--- src/sv/rvd_pkg.sv ---
// Package: opcodes, function codes, formats and payload types of the decoder.
package rvd_pkg;

	localparam int INSTR_W = 32;
	localparam int XLEN    = 64;

	localparam logic [6:0] OPC_OP      = 7'h33;
	localparam logic [6:0] OPC_OP32    = 7'h3B;
	localparam logic [6:0] OPC_LOAD    = 7'h03;
	localparam logic [6:0] OPC_OPIMM   = 7'h13;
	localparam logic [6:0] OPC_JALR    = 7'h67;
	localparam logic [6:0] OPC_OPIMM32 = 7'h1B;
	localparam logic [6:0] OPC_STORE   = 7'h23;
	localparam logic [6:0] OPC_BRANCH  = 7'h63;
	localparam logic [6:0] OPC_LUI     = 7'h37;
	localparam logic [6:0] OPC_AUIPC   = 7'h17;
	localparam logic [6:0] OPC_JAL     = 7'h6F;
	localparam logic [6:0] OPC_SYSTEM  = 7'h73;

	localparam logic [2:0] FMT_NONE = 3'd0;
	localparam logic [2:0] FMT_R    = 3'd1;
	localparam logic [2:0] FMT_I    = 3'd2;
	localparam logic [2:0] FMT_S    = 3'd3;
	localparam logic [2:0] FMT_B    = 3'd4;
	localparam logic [2:0] FMT_U    = 3'd5;
	localparam logic [2:0] FMT_J    = 3'd6;
	localparam logic [2:0] FMT_SYS  = 3'd7;

	localparam logic [6:0] F7_BASE   = 7'h00;
	localparam logic [6:0] F7_MULDIV = 7'h01;
	localparam logic [6:0] F7_ALT    = 7'h20;
	localparam logic [5:0] F6_BASE   = 6'h00;
	localparam logic [5:0] F6_ALT    = 6'h10;

	localparam logic [2:0] F3_ADD     = 3'd0;
	localparam logic [2:0] F3_SLL     = 3'd1;
	localparam logic [2:0] F3_BR_RSV2 = 3'd2;
	localparam logic [2:0] F3_BR_RSV3 = 3'd3;
	localparam logic [2:0] F3_DIV     = 3'd4;
	localparam logic [2:0] F3_SR      = 3'd5;
	localparam logic [2:0] F3_LD_RSV  = 3'd7;
	localparam logic [2:0] F3_ST_MAX  = 3'd3;
	localparam logic [2:0] F3_PRIV    = 3'd0;
	localparam logic [2:0] F3_CSR_RSV = 3'd4;

	localparam logic [11:0] F12_ECALL  = 12'h000;
	localparam logic [11:0] F12_EBREAK = 12'h001;
	localparam logic [11:0] F12_MRET   = 12'h302;
	localparam logic [11:0] F12_WFI    = 12'h105;

	localparam logic [4:0] REG_ZERO      = 5'd0;
	localparam logic [1:0] CAUSE_NONE    = 2'd0;
	localparam logic [1:0] CAUSE_ILLEGAL = 2'd2;

	typedef struct packed {
		logic [INSTR_W-1:0] instr;
		logic [2:0]         fmt;
		logic               ok;
	} cls_t;

	typedef struct packed {
		logic [4:0]             rs1;
		logic [4:0]             rs2;
		logic [4:0]             rd;
		logic [6:0]             opcode;
		logic [2:0]             func3;
		logic [11:0]            func12;
		logic [11:0]            csr_address;
		logic [2:0]             format;
		logic signed [XLEN-1:0] immediate;
		logic                   illegal;
		logic [1:0]             exc_cause;
	} dec_t;

endpackage

--- src/sv/rvd_if.sv ---
// Channel interfaces: instruction beats in, decoded beats out.
interface rvd_in_if;
	logic        valid;
	logic        ready;
	logic [31:0] instr;

	modport source (output valid, output instr, input ready);
	modport sink   (input valid, input instr, output ready);
endinterface

interface rvd_out_if;
	logic               valid;
	logic               ready;
	logic [4:0]         rs1;
	logic [4:0]         rs2;
	logic [4:0]         rd;
	logic [6:0]         opcode;
	logic [2:0]         func3;
	logic [11:0]        func12;
	logic [11:0]        csr_address;
	logic [2:0]         format;
	logic signed [63:0] immediate;
	logic               illegal;
	logic [1:0]         exc_cause;

	modport source (output valid, output rs1, output rs2, output rd, output opcode,
		output func3, output func12, output csr_address, output format,
		output immediate, output illegal, output exc_cause, input ready);
	modport sink   (input valid, input rs1, input rs2, input rd, input opcode,
		input func3, input func12, input csr_address, input format,
		input immediate, input illegal, input exc_cause, output ready);
endinterface

--- src/sv/rvd_classify.sv ---
// Stages 1 and 2: capture the instruction word, then classify format and check legality.
module rvd_classify (
	input  logic                 clk,
	input  logic                 arst_n,
	input  logic                 in_valid,
	input  logic [31:0]          in_instr,
	output logic                 in_ready,
	output logic                 out_valid,
	output rvd_pkg::cls_t        out_cls,
	input  logic                 out_ready
);
	import rvd_pkg::*;

	logic [INSTR_W-1:0] instr_s1;
	logic               valid_s1;
	logic               valid_s2;
	cls_t               cls_s2;
	logic               ready_s1;
	logic               ready_s2;

	logic [6:0]  op;
	logic [2:0]  f3;
	logic [11:0] f12;
	logic [6:0]  f7;
	logic [5:0]  f6;
	logic [2:0]  fmt;
	logic        ok;

	assign ready_s2 = !valid_s2 || out_ready;
	assign ready_s1 = !valid_s1 || ready_s2;
	assign in_ready = ready_s1;

	always_ff @(posedge clk or negedge arst_n) begin
		if (!arst_n) begin
			valid_s1 <= 1'b0;
		end else if (ready_s1) begin
			valid_s1 <= in_valid;
		end
	end

	always_ff @(posedge clk) begin
		if (ready_s1 && in_valid) begin
			instr_s1 <= in_instr;
		end
	end

	assign op  = instr_s1[6:0];
	assign f3  = instr_s1[14:12];
	assign f12 = instr_s1[31:20];
	assign f7  = instr_s1[31:25];
	assign f6  = instr_s1[31:26];

	always_comb begin
		fmt = FMT_NONE;
		ok  = 1'b0;
		unique case (op) inside
			OPC_OP: begin
				fmt = FMT_R;
				ok  = (f7 == F7_BASE) || (f7 == F7_MULDIV) ||
					((f7 == F7_ALT) && ((f3 == F3_ADD) || (f3 == F3_SR)));
			end
			OPC_OP32: begin
				fmt = FMT_R;
				if (f7 == F7_BASE) begin
					ok = (f3 == F3_ADD) || (f3 == F3_SLL) || (f3 == F3_SR);
				end else if (f7 == F7_MULDIV) begin
					ok = (f3 == F3_ADD) || (f3 >= F3_DIV);
				end else if (f7 == F7_ALT) begin
					ok = (f3 == F3_ADD) || (f3 == F3_SR);
				end
			end
			OPC_LOAD: begin
				fmt = FMT_I;
				ok  = (f3 != F3_LD_RSV);
			end
			OPC_OPIMM: begin
				fmt = FMT_I;
				if (f3 == F3_SLL) begin
					ok = (f6 == F6_BASE);
				end else if (f3 == F3_SR) begin
					ok = (f6 == F6_BASE) || (f6 == F6_ALT);
				end else begin
					ok = 1'b1;
				end
			end
			OPC_JALR: begin
				fmt = FMT_I;
				ok  = (f3 == F3_ADD);
			end
			OPC_OPIMM32: begin
				fmt = FMT_I;
				if (f3 == F3_ADD) begin
					ok = 1'b1;
				end else if (f3 == F3_SLL) begin
					ok = (f7 == F7_BASE);
				end else if (f3 == F3_SR) begin
					ok = (f7 == F7_BASE) || (f7 == F7_ALT);
				end
			end
			OPC_STORE: begin
				fmt = FMT_S;
				ok  = (f3 <= F3_ST_MAX);
			end
			OPC_BRANCH: begin
				fmt = FMT_B;
				ok  = !((f3 == F3_BR_RSV2) || (f3 == F3_BR_RSV3));
			end
			OPC_LUI, OPC_AUIPC: begin
				fmt = FMT_U;
				ok  = 1'b1;
			end
			OPC_JAL: begin
				fmt = FMT_J;
				ok  = 1'b1;
			end
			OPC_SYSTEM: begin
				fmt = FMT_SYS;
				if (f3 == F3_PRIV) begin
					ok = ((f12 == F12_ECALL) || (f12 == F12_EBREAK) ||
						(f12 == F12_MRET) || (f12 == F12_WFI)) &&
						(instr_s1[19:15] == REG_ZERO) && (instr_s1[11:7] == REG_ZERO);
				end else begin
					ok = (f3 != F3_CSR_RSV);
				end
			end
			default: begin
				fmt = FMT_NONE;
				ok  = 1'b0;
			end
		endcase
	end

	always_ff @(posedge clk or negedge arst_n) begin
		if (!arst_n) begin
			valid_s2 <= 1'b0;
		end else if (ready_s2) begin
			valid_s2 <= valid_s1;
		end
	end

	always_ff @(posedge clk) begin
		if (ready_s2 && valid_s1) begin
			cls_s2.instr <= instr_s1;
			cls_s2.fmt   <= fmt;
			cls_s2.ok    <= ok;
		end
	end

	assign out_valid = valid_s2;
	assign out_cls   = cls_s2;

endmodule

--- src/sv/rvd_assemble.sv ---
// Stage 3: immediate build, register masking and the output register.
module rvd_assemble (
	input  logic           clk,
	input  logic           arst_n,
	input  logic           in_valid,
	input  rvd_pkg::cls_t  in_cls,
	output logic           in_ready,
	output logic           out_valid,
	output rvd_pkg::dec_t  out_dec,
	input  logic           out_ready
);
	import rvd_pkg::*;

	logic               valid_s3;
	dec_t               dec_s3;
	dec_t               dec;
	logic               ready_s3;
	logic [INSTR_W-1:0] w;

	assign ready_s3 = !valid_s3 || out_ready;
	assign in_ready = ready_s3;
	assign w        = in_cls.instr;

	always_comb begin
		dec.rs1         = w[19:15];
		dec.rs2         = w[24:20];
		dec.rd          = w[11:7];
		dec.opcode      = w[6:0];
		dec.func3       = w[14:12];
		dec.func12      = w[31:20];
		dec.csr_address = 12'd0;
		dec.format      = in_cls.fmt;
		dec.immediate   = '0;
		dec.illegal     = !in_cls.ok;
		dec.exc_cause   = in_cls.ok ? CAUSE_NONE : CAUSE_ILLEGAL;
		unique case (in_cls.fmt)
			FMT_R: begin
			end
			FMT_I: begin
				dec.rs2       = REG_ZERO;
				dec.immediate = {{52{w[31]}}, w[31:20]};
			end
			FMT_S: begin
				dec.rd        = REG_ZERO;
				dec.immediate = {{52{w[31]}}, w[31:25], w[11:7]};
			end
			FMT_B: begin
				dec.rd        = REG_ZERO;
				dec.immediate = {{52{w[31]}}, w[7], w[30:25], w[11:8], 1'b0};
			end
			FMT_U: begin
				dec.rs1       = REG_ZERO;
				dec.rs2       = REG_ZERO;
				dec.immediate = {{32{w[31]}}, w[31:12], 12'd0};
			end
			FMT_J: begin
				dec.rs1       = REG_ZERO;
				dec.rs2       = REG_ZERO;
				dec.immediate = {{44{w[31]}}, w[19:12], w[20], w[30:21], 1'b0};
			end
			FMT_SYS: begin
				dec.rs2         = REG_ZERO;
				dec.csr_address = w[31:20];
				dec.immediate   = {59'd0, w[19:15]};
			end
			default: begin
			end
		endcase
	end

	always_ff @(posedge clk or negedge arst_n) begin
		if (!arst_n) begin
			valid_s3 <= 1'b0;
		end else if (ready_s3) begin
			valid_s3 <= in_valid;
		end
	end

	always_ff @(posedge clk) begin
		if (ready_s3 && in_valid) begin
			dec_s3 <= dec;
		end
	end

	assign out_valid = valid_s3;
	assign out_dec   = dec_s3;

endmodule

--- src/sv/rv64im_instruction_decoder_top.sv ---
// Top level of the RV64IM instruction decoder.
//
// src carries one 32-bit instruction word per beat; dst carries one decoded
// beat per instruction: register indices, opcode, funct3, funct12, CSR
// address, format code, 64-bit immediate and the illegal flag with cause.
// Both channels use valid/ready; a beat moves on a clock edge where both
// are high.
// Path: a taken beat goes through the input capture register, then the
// classify/legality register, then the immediate/output register.
// Throughput: one beat per cycle while dst.ready is high; the three
// registered stages hold one instruction each and can all be full.
// Stall: when dst.ready is low the output beat holds and the stages behind
// it fill; src.ready drops only once every stage holds a beat. Nothing is
// dropped or repeated.
// Reset: arst_n clears all stage valid bits at once; the block accepts a
// beat as soon as reset is released.
module rv64im_instruction_decoder_top (
	input  logic     clk,
	input  logic     arst_n,
	rvd_in_if.sink   src,
	rvd_out_if.source dst
);
	import rvd_pkg::*;

	logic cls_valid;
	logic cls_ready;
	cls_t cls;
	dec_t dec;

	rvd_classify u_classify (
		.clk       (clk),
		.arst_n    (arst_n),
		.in_valid  (src.valid),
		.in_instr  (src.instr),
		.in_ready  (src.ready),
		.out_valid (cls_valid),
		.out_cls   (cls),
		.out_ready (cls_ready)
	);

	rvd_assemble u_assemble (
		.clk       (clk),
		.arst_n    (arst_n),
		.in_valid  (cls_valid),
		.in_cls    (cls),
		.in_ready  (cls_ready),
		.out_valid (dst.valid),
		.out_dec   (dec),
		.out_ready (dst.ready)
	);

	assign dst.rs1         = dec.rs1;
	assign dst.rs2         = dec.rs2;
	assign dst.rd          = dec.rd;
	assign dst.opcode      = dec.opcode;
	assign dst.func3       = dec.func3;
	assign dst.func12      = dec.func12;
	assign dst.csr_address = dec.csr_address;
	assign dst.format      = dec.format;
	assign dst.immediate   = dec.immediate;
	assign dst.illegal     = dec.illegal;
	assign dst.exc_cause   = dec.exc_cause;

endmodule

--- src/flat_wrapper.sv ---
// flat-port wrapper written by rule: the top's interface ports become plain ports
module rv64im_instruction_decoder_top_flat import rvd_pkg::*;
  (clk, arst_n, src_valid, src_instr, src_ready, dst_valid, dst_rs1, dst_rs2, dst_rd, dst_opcode, dst_func3, dst_func12, dst_csr_address, dst_format, dst_immediate, dst_illegal, dst_exc_cause, dst_ready);
  rvd_in_if src_i ();
  rvd_out_if dst_i ();
  input  logic clk;
  input  logic arst_n;
  input wire logic [$bits(src_i.valid)-1:0] src_valid;
  input wire logic [$bits(src_i.instr)-1:0] src_instr;
  output wire logic [$bits(src_i.ready)-1:0] src_ready;
  output wire logic [$bits(dst_i.valid)-1:0] dst_valid;
  output wire logic [$bits(dst_i.rs1)-1:0] dst_rs1;
  output wire logic [$bits(dst_i.rs2)-1:0] dst_rs2;
  output wire logic [$bits(dst_i.rd)-1:0] dst_rd;
  output wire logic [$bits(dst_i.opcode)-1:0] dst_opcode;
  output wire logic [$bits(dst_i.func3)-1:0] dst_func3;
  output wire logic [$bits(dst_i.func12)-1:0] dst_func12;
  output wire logic [$bits(dst_i.csr_address)-1:0] dst_csr_address;
  output wire logic [$bits(dst_i.format)-1:0] dst_format;
  output wire logic [$bits(dst_i.immediate)-1:0] dst_immediate;
  output wire logic [$bits(dst_i.illegal)-1:0] dst_illegal;
  output wire logic [$bits(dst_i.exc_cause)-1:0] dst_exc_cause;
  input wire logic [$bits(dst_i.ready)-1:0] dst_ready;
  assign src_i.valid = src_valid;
  assign src_i.instr = src_instr;
  assign src_ready = src_i.ready;
  assign dst_valid = dst_i.valid;
  assign dst_rs1 = dst_i.rs1;
  assign dst_rs2 = dst_i.rs2;
  assign dst_rd = dst_i.rd;
  assign dst_opcode = dst_i.opcode;
  assign dst_func3 = dst_i.func3;
  assign dst_func12 = dst_i.func12;
  assign dst_csr_address = dst_i.csr_address;
  assign dst_format = dst_i.format;
  assign dst_immediate = dst_i.immediate;
  assign dst_illegal = dst_i.illegal;
  assign dst_exc_cause = dst_i.exc_cause;
  assign dst_i.ready = dst_ready;
  rv64im_instruction_decoder_top u_core (.clk(clk), .arst_n(arst_n), .src(src_i), .dst(dst_i));
endmodule
--- config.mk ---
export PLATFORM = sky130hd
export DESIGN_NAME = rv64im_instruction_decoder_top_flat
export DESIGN_NICKNAME = d
export VERILOG_FILES = /design/src/sv/rvd_pkg.sv /design/src/sv/rvd_if.sv /design/src/sv/rvd_classify.sv /design/src/sv/rvd_assemble.sv /design/src/sv/rv64im_instruction_decoder_top.sv /design/src/flat_wrapper.sv
export SDC_FILE = /design/constraint.sdc
export NUM_CORES = 1
export LEC_CHECK = 0
export BUFFER_PORTS_ARGS = -buffer_cell sky130_fd_sc_hd__buf_2
export CORE_MARGIN = 2
export CORE_UTILIZATION = 40
export DETAILED_ROUTE_END_ITERATION = 10
export GPL_ROUTABILITY_DRIVEN = 0
export SETUP_SLACK_MARGIN = 0.2
export SLEW_MARGIN = 20
export SYNTH_ARGS = -nofsm -noshare
export SYNTH_HDL_FRONTEND = slang
export SYNTH_SLANG_ARGS = --single-unit
--- constraint.sdc ---
create_clock -name clk -period 4.1 [get_ports clk]
set_input_delay 1.23 -clock clk [delete_from_list [all_inputs] [get_ports clk]]
set_output_delay 1.23 -clock clk [all_outputs]
set_load 0.1 [all_outputs]
Word-level counts from Yosys, hierarchy flattened
Index checks and enable logic that the tools add are counted.

storage, ports and cells
  register bits = 190
  bits of input ports = 36
  output and inout port bits = 121

operators by class
  magnitude comparators = 2
  eq/ne operators = 30
  muxes and demuxes = 13
  reduce and logical (&&, ||, !) cells = 39

operators by type and width
  cell                  count
  $pmux 64 s6           1
  $eq 7x6->1 const B    5
  $eq 7x7->1 const B    4
  $eq 7x5->1 const B    3
  $pmux 3 s7            1
  $eq 3x3->1 const B    5
  $logic_or 1x1->1      15
  $eq 12x1->1 const B   1
  $eq 12x10->1 const B  1
  $eq 12x9->1 const B   1
  $eq 3x2->1 const B    4
  $logic_not 12->1      1
  $logic_not 5->1       2
  $pmux 1 s10           1
  $mux 1                9
  $reduce_or 2->1       4
  $reduce_or 4->1       2
  $eq 7x1->1 const B    1
  $eq 7x2->1 const B    1
  $logic_not 7->1       1
  $eq 6x5->1 const B    1
  $logic_and 1x1->1     6
  $logic_not 6->1       1
  $ne 3x3->1 const B    2
  other kinds (7)       11

Longest topological paths before layout
  depth in word-level cells = 8
  gate-level depth with buffers = 6

Cells and area by module
Synthesis repeated with hierarchy kept, for this count alone.

second synthesis, totals
  cells, all modules = 413
  area, all modules = 6351.1 um^2

by module, submodules not included
  module        times used  cells each  area an instance (um^2)  seq. area each (um^2)
  rvd_assemble  1           259         3723.6                   2577.5
  rvd_classify  1           154         2627.5                   2092.0

Worst setup path before layout
Ideal clock, no wire load.

  path type = input to register
  from = input port dst_ready
  to = register u_core.u_assemble.dec_s3 (netlist bit u_core.u_assemble.out_dec[100]) (enable)
  library setup time = 0.453 ns
  data arrival time = 3.349 ns
  data required time = 3.647 ns
  slack = 0.298 ns
  stages on the path = 2
  path through = nand2b_1 and2_1

on the way
  longest elaborated chain between the ends = 2

RTL lines
  item                  line                source
  from (decl)           flat_wrapper.sv:23  input wire logic [$bits(dst_i.ready)-1:0] dst_ready;
  $logic_or 1x1->1      rvd_assemble.sv:20  assign ready_s3 = !valid_s3 || out_ready;
  $logic_and 1x1->1     rvd_assemble.sv:80  if (ready_s3 && in_valid) begin
  to (signal assigned)  rvd_assemble.sv:81  dec_s3 <= dec;
  to (decl)             rvd_assemble.sv:15  dec_t dec_s3;

No other way between the ends.
A chain may end at the register's enable or synchronous reset.

Worst setup path in the final report
  from = input port dst_ready
  to = output port src_ready

on the way
  longest elaborated chain between the ends = 3

RTL lines
  item              line                source
  $logic_or 1x1->1  rvd_assemble.sv:20
  $logic_or 1x1->1  rvd_classify.sv:29  assign ready_s2 = !valid_s2 || out_ready;
  $logic_or 1x1->1  rvd_classify.sv:30  assign ready_s1 = !valid_s1 || ready_s2;
  to (decl)         flat_wrapper.sv:10  output wire logic [$bits(src_i.ready)-1:0] src_ready;

No other way between the ends.

==> metrics.json <==
{
  "sta": {
    "totalNegativeSetupSlack_ps": 0,
    "tightest_slew_ps": 815.9,
    "timing.clock.skew_ps": 6.364,
    "slew_headroom_pct": 45.61,
    "period_share_pct": 76.61,
    "hold_viol": 0,
    "setup-violations-final": 0,
    "drv_slew": 0,
    "period_minus_slack_ps": 3141,
    "clock.fmax_ghz": 0.3184,
    "grt_setup_unrepaired": "false"
  },
  "floorplanning": {
    "i_o_pin_count": 157,
    "coreArea_um2": 15030,
    "floorplan.initialDensity_pct": 40.38,
    "fp.dieArea_um2": 16180,
    "die-height_um": 127.2,
    "fp-row-count": 45,
    "floorplan.die.width_um": 127.2
  },
  "final_layout": {
    "fin_cells": 701,
    "fillCellCount": 1295,
    "total_inserted_antenna_cells": 0,
    "post_route_cells_drive_above_1_share_pct": 38.40,
    "final_design_area_no_fill_um2": 7385,
    "multiInputGateArea_um2": 1076,
    "finalCoreUtilization_pct": 49.12,
    "ff_latch_area_um2": 4669,
    "area_growth_syn_to_layout_pct": 21.64,
    "design.final.nets": 536
  },
  "route": {
    "antenna_left": 0,
    "detail_route.wirelength_um": 11300,
    "avgViaCountPerCell": 4.832,
    "detailedRoute.firstPassIterationCount": 4,
    "post-route-drc-count": 0,
    "route.detailed.wl_per_inst_um": 16.12,
    "drc_marker_count_from_the_first_detailed_route_iteration": 189,
    "via_count": 3387
  },
  "place": {
    "place.detailed.instances": 669,
    "io_buffer_count": 155,
    "dp_hpwl_um": 7722,
    "detailed_place.area_um2": 6799
  },
  "yosys": {
    "synth_sequential_area_ratio_pct": 76.92,
    "synth-edff-count": 153,
    "post_synth_inst_count": 370,
    "synth_top_area_cell": "sky130_fd_sc_hd__edfxtp_1",
    "yosysUniqueCellTypes": 49,
    "post_synth.cell_area_avg_um2": 16.41,
    "synth_seq_cells": 156,
    "synthArstFlopShare_pct": 1.923,
    "synth.cells.most_frequent": "sky130_fd_sc_hd__edfxtp_1 (153), sky130_fd_sc_hd__buf_4 (34), sky130_fd_sc_hd__and2_1 (33)",
    "ys_warn_count": 0,
    "ys.flop_type": "sky130_fd_sc_hd__edfxtp_1",
    "synth_area_um2": 6071,
    "post-synth-top-area-fraction_pct": 75.68,
    "synthMostInstantiatedCell": "sky130_fd_sc_hd__edfxtp_1",
    "syn_nets": 406,
    "synth_top_cells_by_area": "sky130_fd_sc_hd__edfxtp_1 (76%), sky130_fd_sc_hd__buf_4 (4.2%), sky130_fd_sc_hd__and2_1 (3.4%), sky130_fd_sc_hd__a21o_1 (2.5%), sky130_fd_sc_hd__nor2b_1 (1.3%)"
  },
  "worst_setup_path": {
    "critPathRequiredTime_ps": 2870,
    "end_kind": "primary output",
    "critical_path_class": "in2out",
    "worst_ep_arrival_time_ps": 1910,
    "critical_path.startpoint_type": "primary input",
    "path_max_fanout": 3
  },
  "global_routing": {
    "initial_antenna_violation_count": 0,
    "met3_usage_pct": 4.523,
    "grt_util_all_layers_pct": 14.55,
    "grt.met1_usage_pct": 18.67,
    "met2_usage_pct": 23.15,
    "largest_net_degree_at_the_start_of_global_routing": 60,
    "gr-total-overflow": 0,
    "grt_busiest_layer": "met2",
    "grt_pass1_wl_um": 17430,
    "via_count_of_the_first_global_routing_pass": 3203
  },
  "clock_network": {
    "cts_inserted_buffers": 17,
    "cts_max_path_buffers": 2,
    "path_clk_slew_ps": 60,
    "post_cts_repair_resize_count": 0,
    "htree_num_levels": 4,
    "hold_buffers": 0,
    "clock-sinks": 156,
    "post-cts-setup-buffers": 0,
    "clock-root-buffer": "sky130_fd_sc_hd__clkbuf_16",
    "clkLatencyLatePin_ps": 410,
    "cts_tree": "done"
  },
  "job": {
    "timing.max_cap.violations": 0
  },
  "hold_path": {
    "hold_class": "reg2reg"
  },
  "power": {
    "ir_drop_v": 0.0002431,
    "power.leakage_nw": 2.981,
    "share_clk_of_total_power_pct": 31.5,
    "switching_power_w": 0.001859,
    "internal_power_w": 0.003024,
    "seq_power_share_pct": 42.1,
    "power_density_nw_per_um2": 661.3,
    "sw_frac_of_total_pct": 38.06,
    "combPwrFrac_pct": 26.4
  },
  "status": {
    "outcome": "complete, no violations"
  }
}
sequential cells by signal, summed over array words and instances (netlist names):
register	count
u_core.u_assemble.out_valid	1
u_core.u_classify.instr_s1	32
u_core.u_assemble.out_dec	85
u_core.u_classify.out_valid	1
u_core.u_classify.valid_s1	1
u_core.u_classify.out_cls	36
critical path: stages:
cell and delay (ps):
sky130_fd_sc_hd__buf_2 90, sky130_fd_sc_hd__nor2b_1 40, sky130_fd_sc_hd__nand3_1 110, sky130_fd_sc_hd__buf_2 440
routing by layer:
metal / part of all wire (%) / vias to the layer above / wire [um]
met1: 43 / 1612 / 4879
met3: 6.8 / 10 / 772
met2: 49 / 154 / 5535
met4: 1.0 / 0 / 113
li1: - / 1611 / -
met5: 0 / - / 0
power by group through the flow:
stage | Sequential, W | Clock [W] | Combinational [W]
global route | 0.00208 | 0.00165 | 0.00133
finish | 0.00206 | 0.00154 | 0.00129
floorplan | 0.00274 | 0 | 0.000502
global placement | 0.00209 | 0 | 0.00129
CTS | 0.00206 | 0.00158 | 0.00130
detailed placement | 0.00209 | 0 | 0.00129
worst paths after layout:
kind                                                              from                                  endpoint  slack (ps)  depth (start not counted)
worst max-delay path                                         dst_ready                                 src_ready         960                          4
worst min-delay path            u_core.u_classify.out_cls[8]$_DFFE_PP_  u_core.u_assemble.out_dec[101]$_DFFE_PP_         430                          0
worst max register to register  u_core.u_classify.out_cls[3]$_DFFE_PP_   u_core.u_assemble.out_dec[29]$_DFFE_PP_        2100                          4
worst min register to register  u_core.u_classify.out_cls[8]$_DFFE_PP_  u_core.u_assemble.out_dec[101]$_DFFE_PP_         430                          0
max in group asynchronous                                       arst_n    u_core.u_classify.valid_s1$_DFFE_PN0N_        3400                          1
min in group asynchronous                                       arst_n   u_core.u_classify.out_valid$_DFFE_PN0P_         600                          1
cells in the final DEF (no fill, tap or decap), types with 6 or more instances in the layout:
master and instances:
sky130_fd_sc_hd__buf_2 155, sky130_fd_sc_hd__edfxtp_1 153, sky130_fd_sc_hd__and2_1 31, sky130_fd_sc_hd__a21o_1 20, sky130_fd_sc_hd__clkbuf_16 17, sky130_fd_sc_hd__nor2b_1 13
sky130_fd_sc_hd__a21oi_1 12, sky130_fd_sc_hd__nor2_1 11, sky130_fd_sc_hd__nand2_1 10, sky130_fd_sc_hd__nand2b_1 7, sky130_fd_sc_hd__inv_6 6
area by class of cell:
cell class / instances / share of cell area (%)
Clock inverter: 15 / 2.169
Tap cell: 188 / 3.185
Timing Repair Buffer: 157 / 10.88
Inverter: 4 / 0.2033
Sequential cell: 156 / 63.23
Multi-Input combinational cell: 164 / 14.57
Clock buffer: 17 / 5.761
per-stage QoR:
step	power, W	worst slack [ps]	hold slack, ps
2_1_floorplan	0.003238	298.0	400.3
3_3_place_gp	0.003378	972.9	417.3
3_5_place_dp	0.003388	949.9	408.4
4_1_cts	0.004933	945.7	433.1
5_1_grt	0.005053	883.6	436.6
6_report	0.004883	958.8	430.9
cells by family after synthesis:
family          share of synthesized area, %
compound gates                         6.636
other cells                          0.06177
xor+xnor                              0.2886
simple gates                           9.666
buf+inv                                5.420
flops                                  76.92
mux                                    1.010
Power figures use the tool's default switching activity.
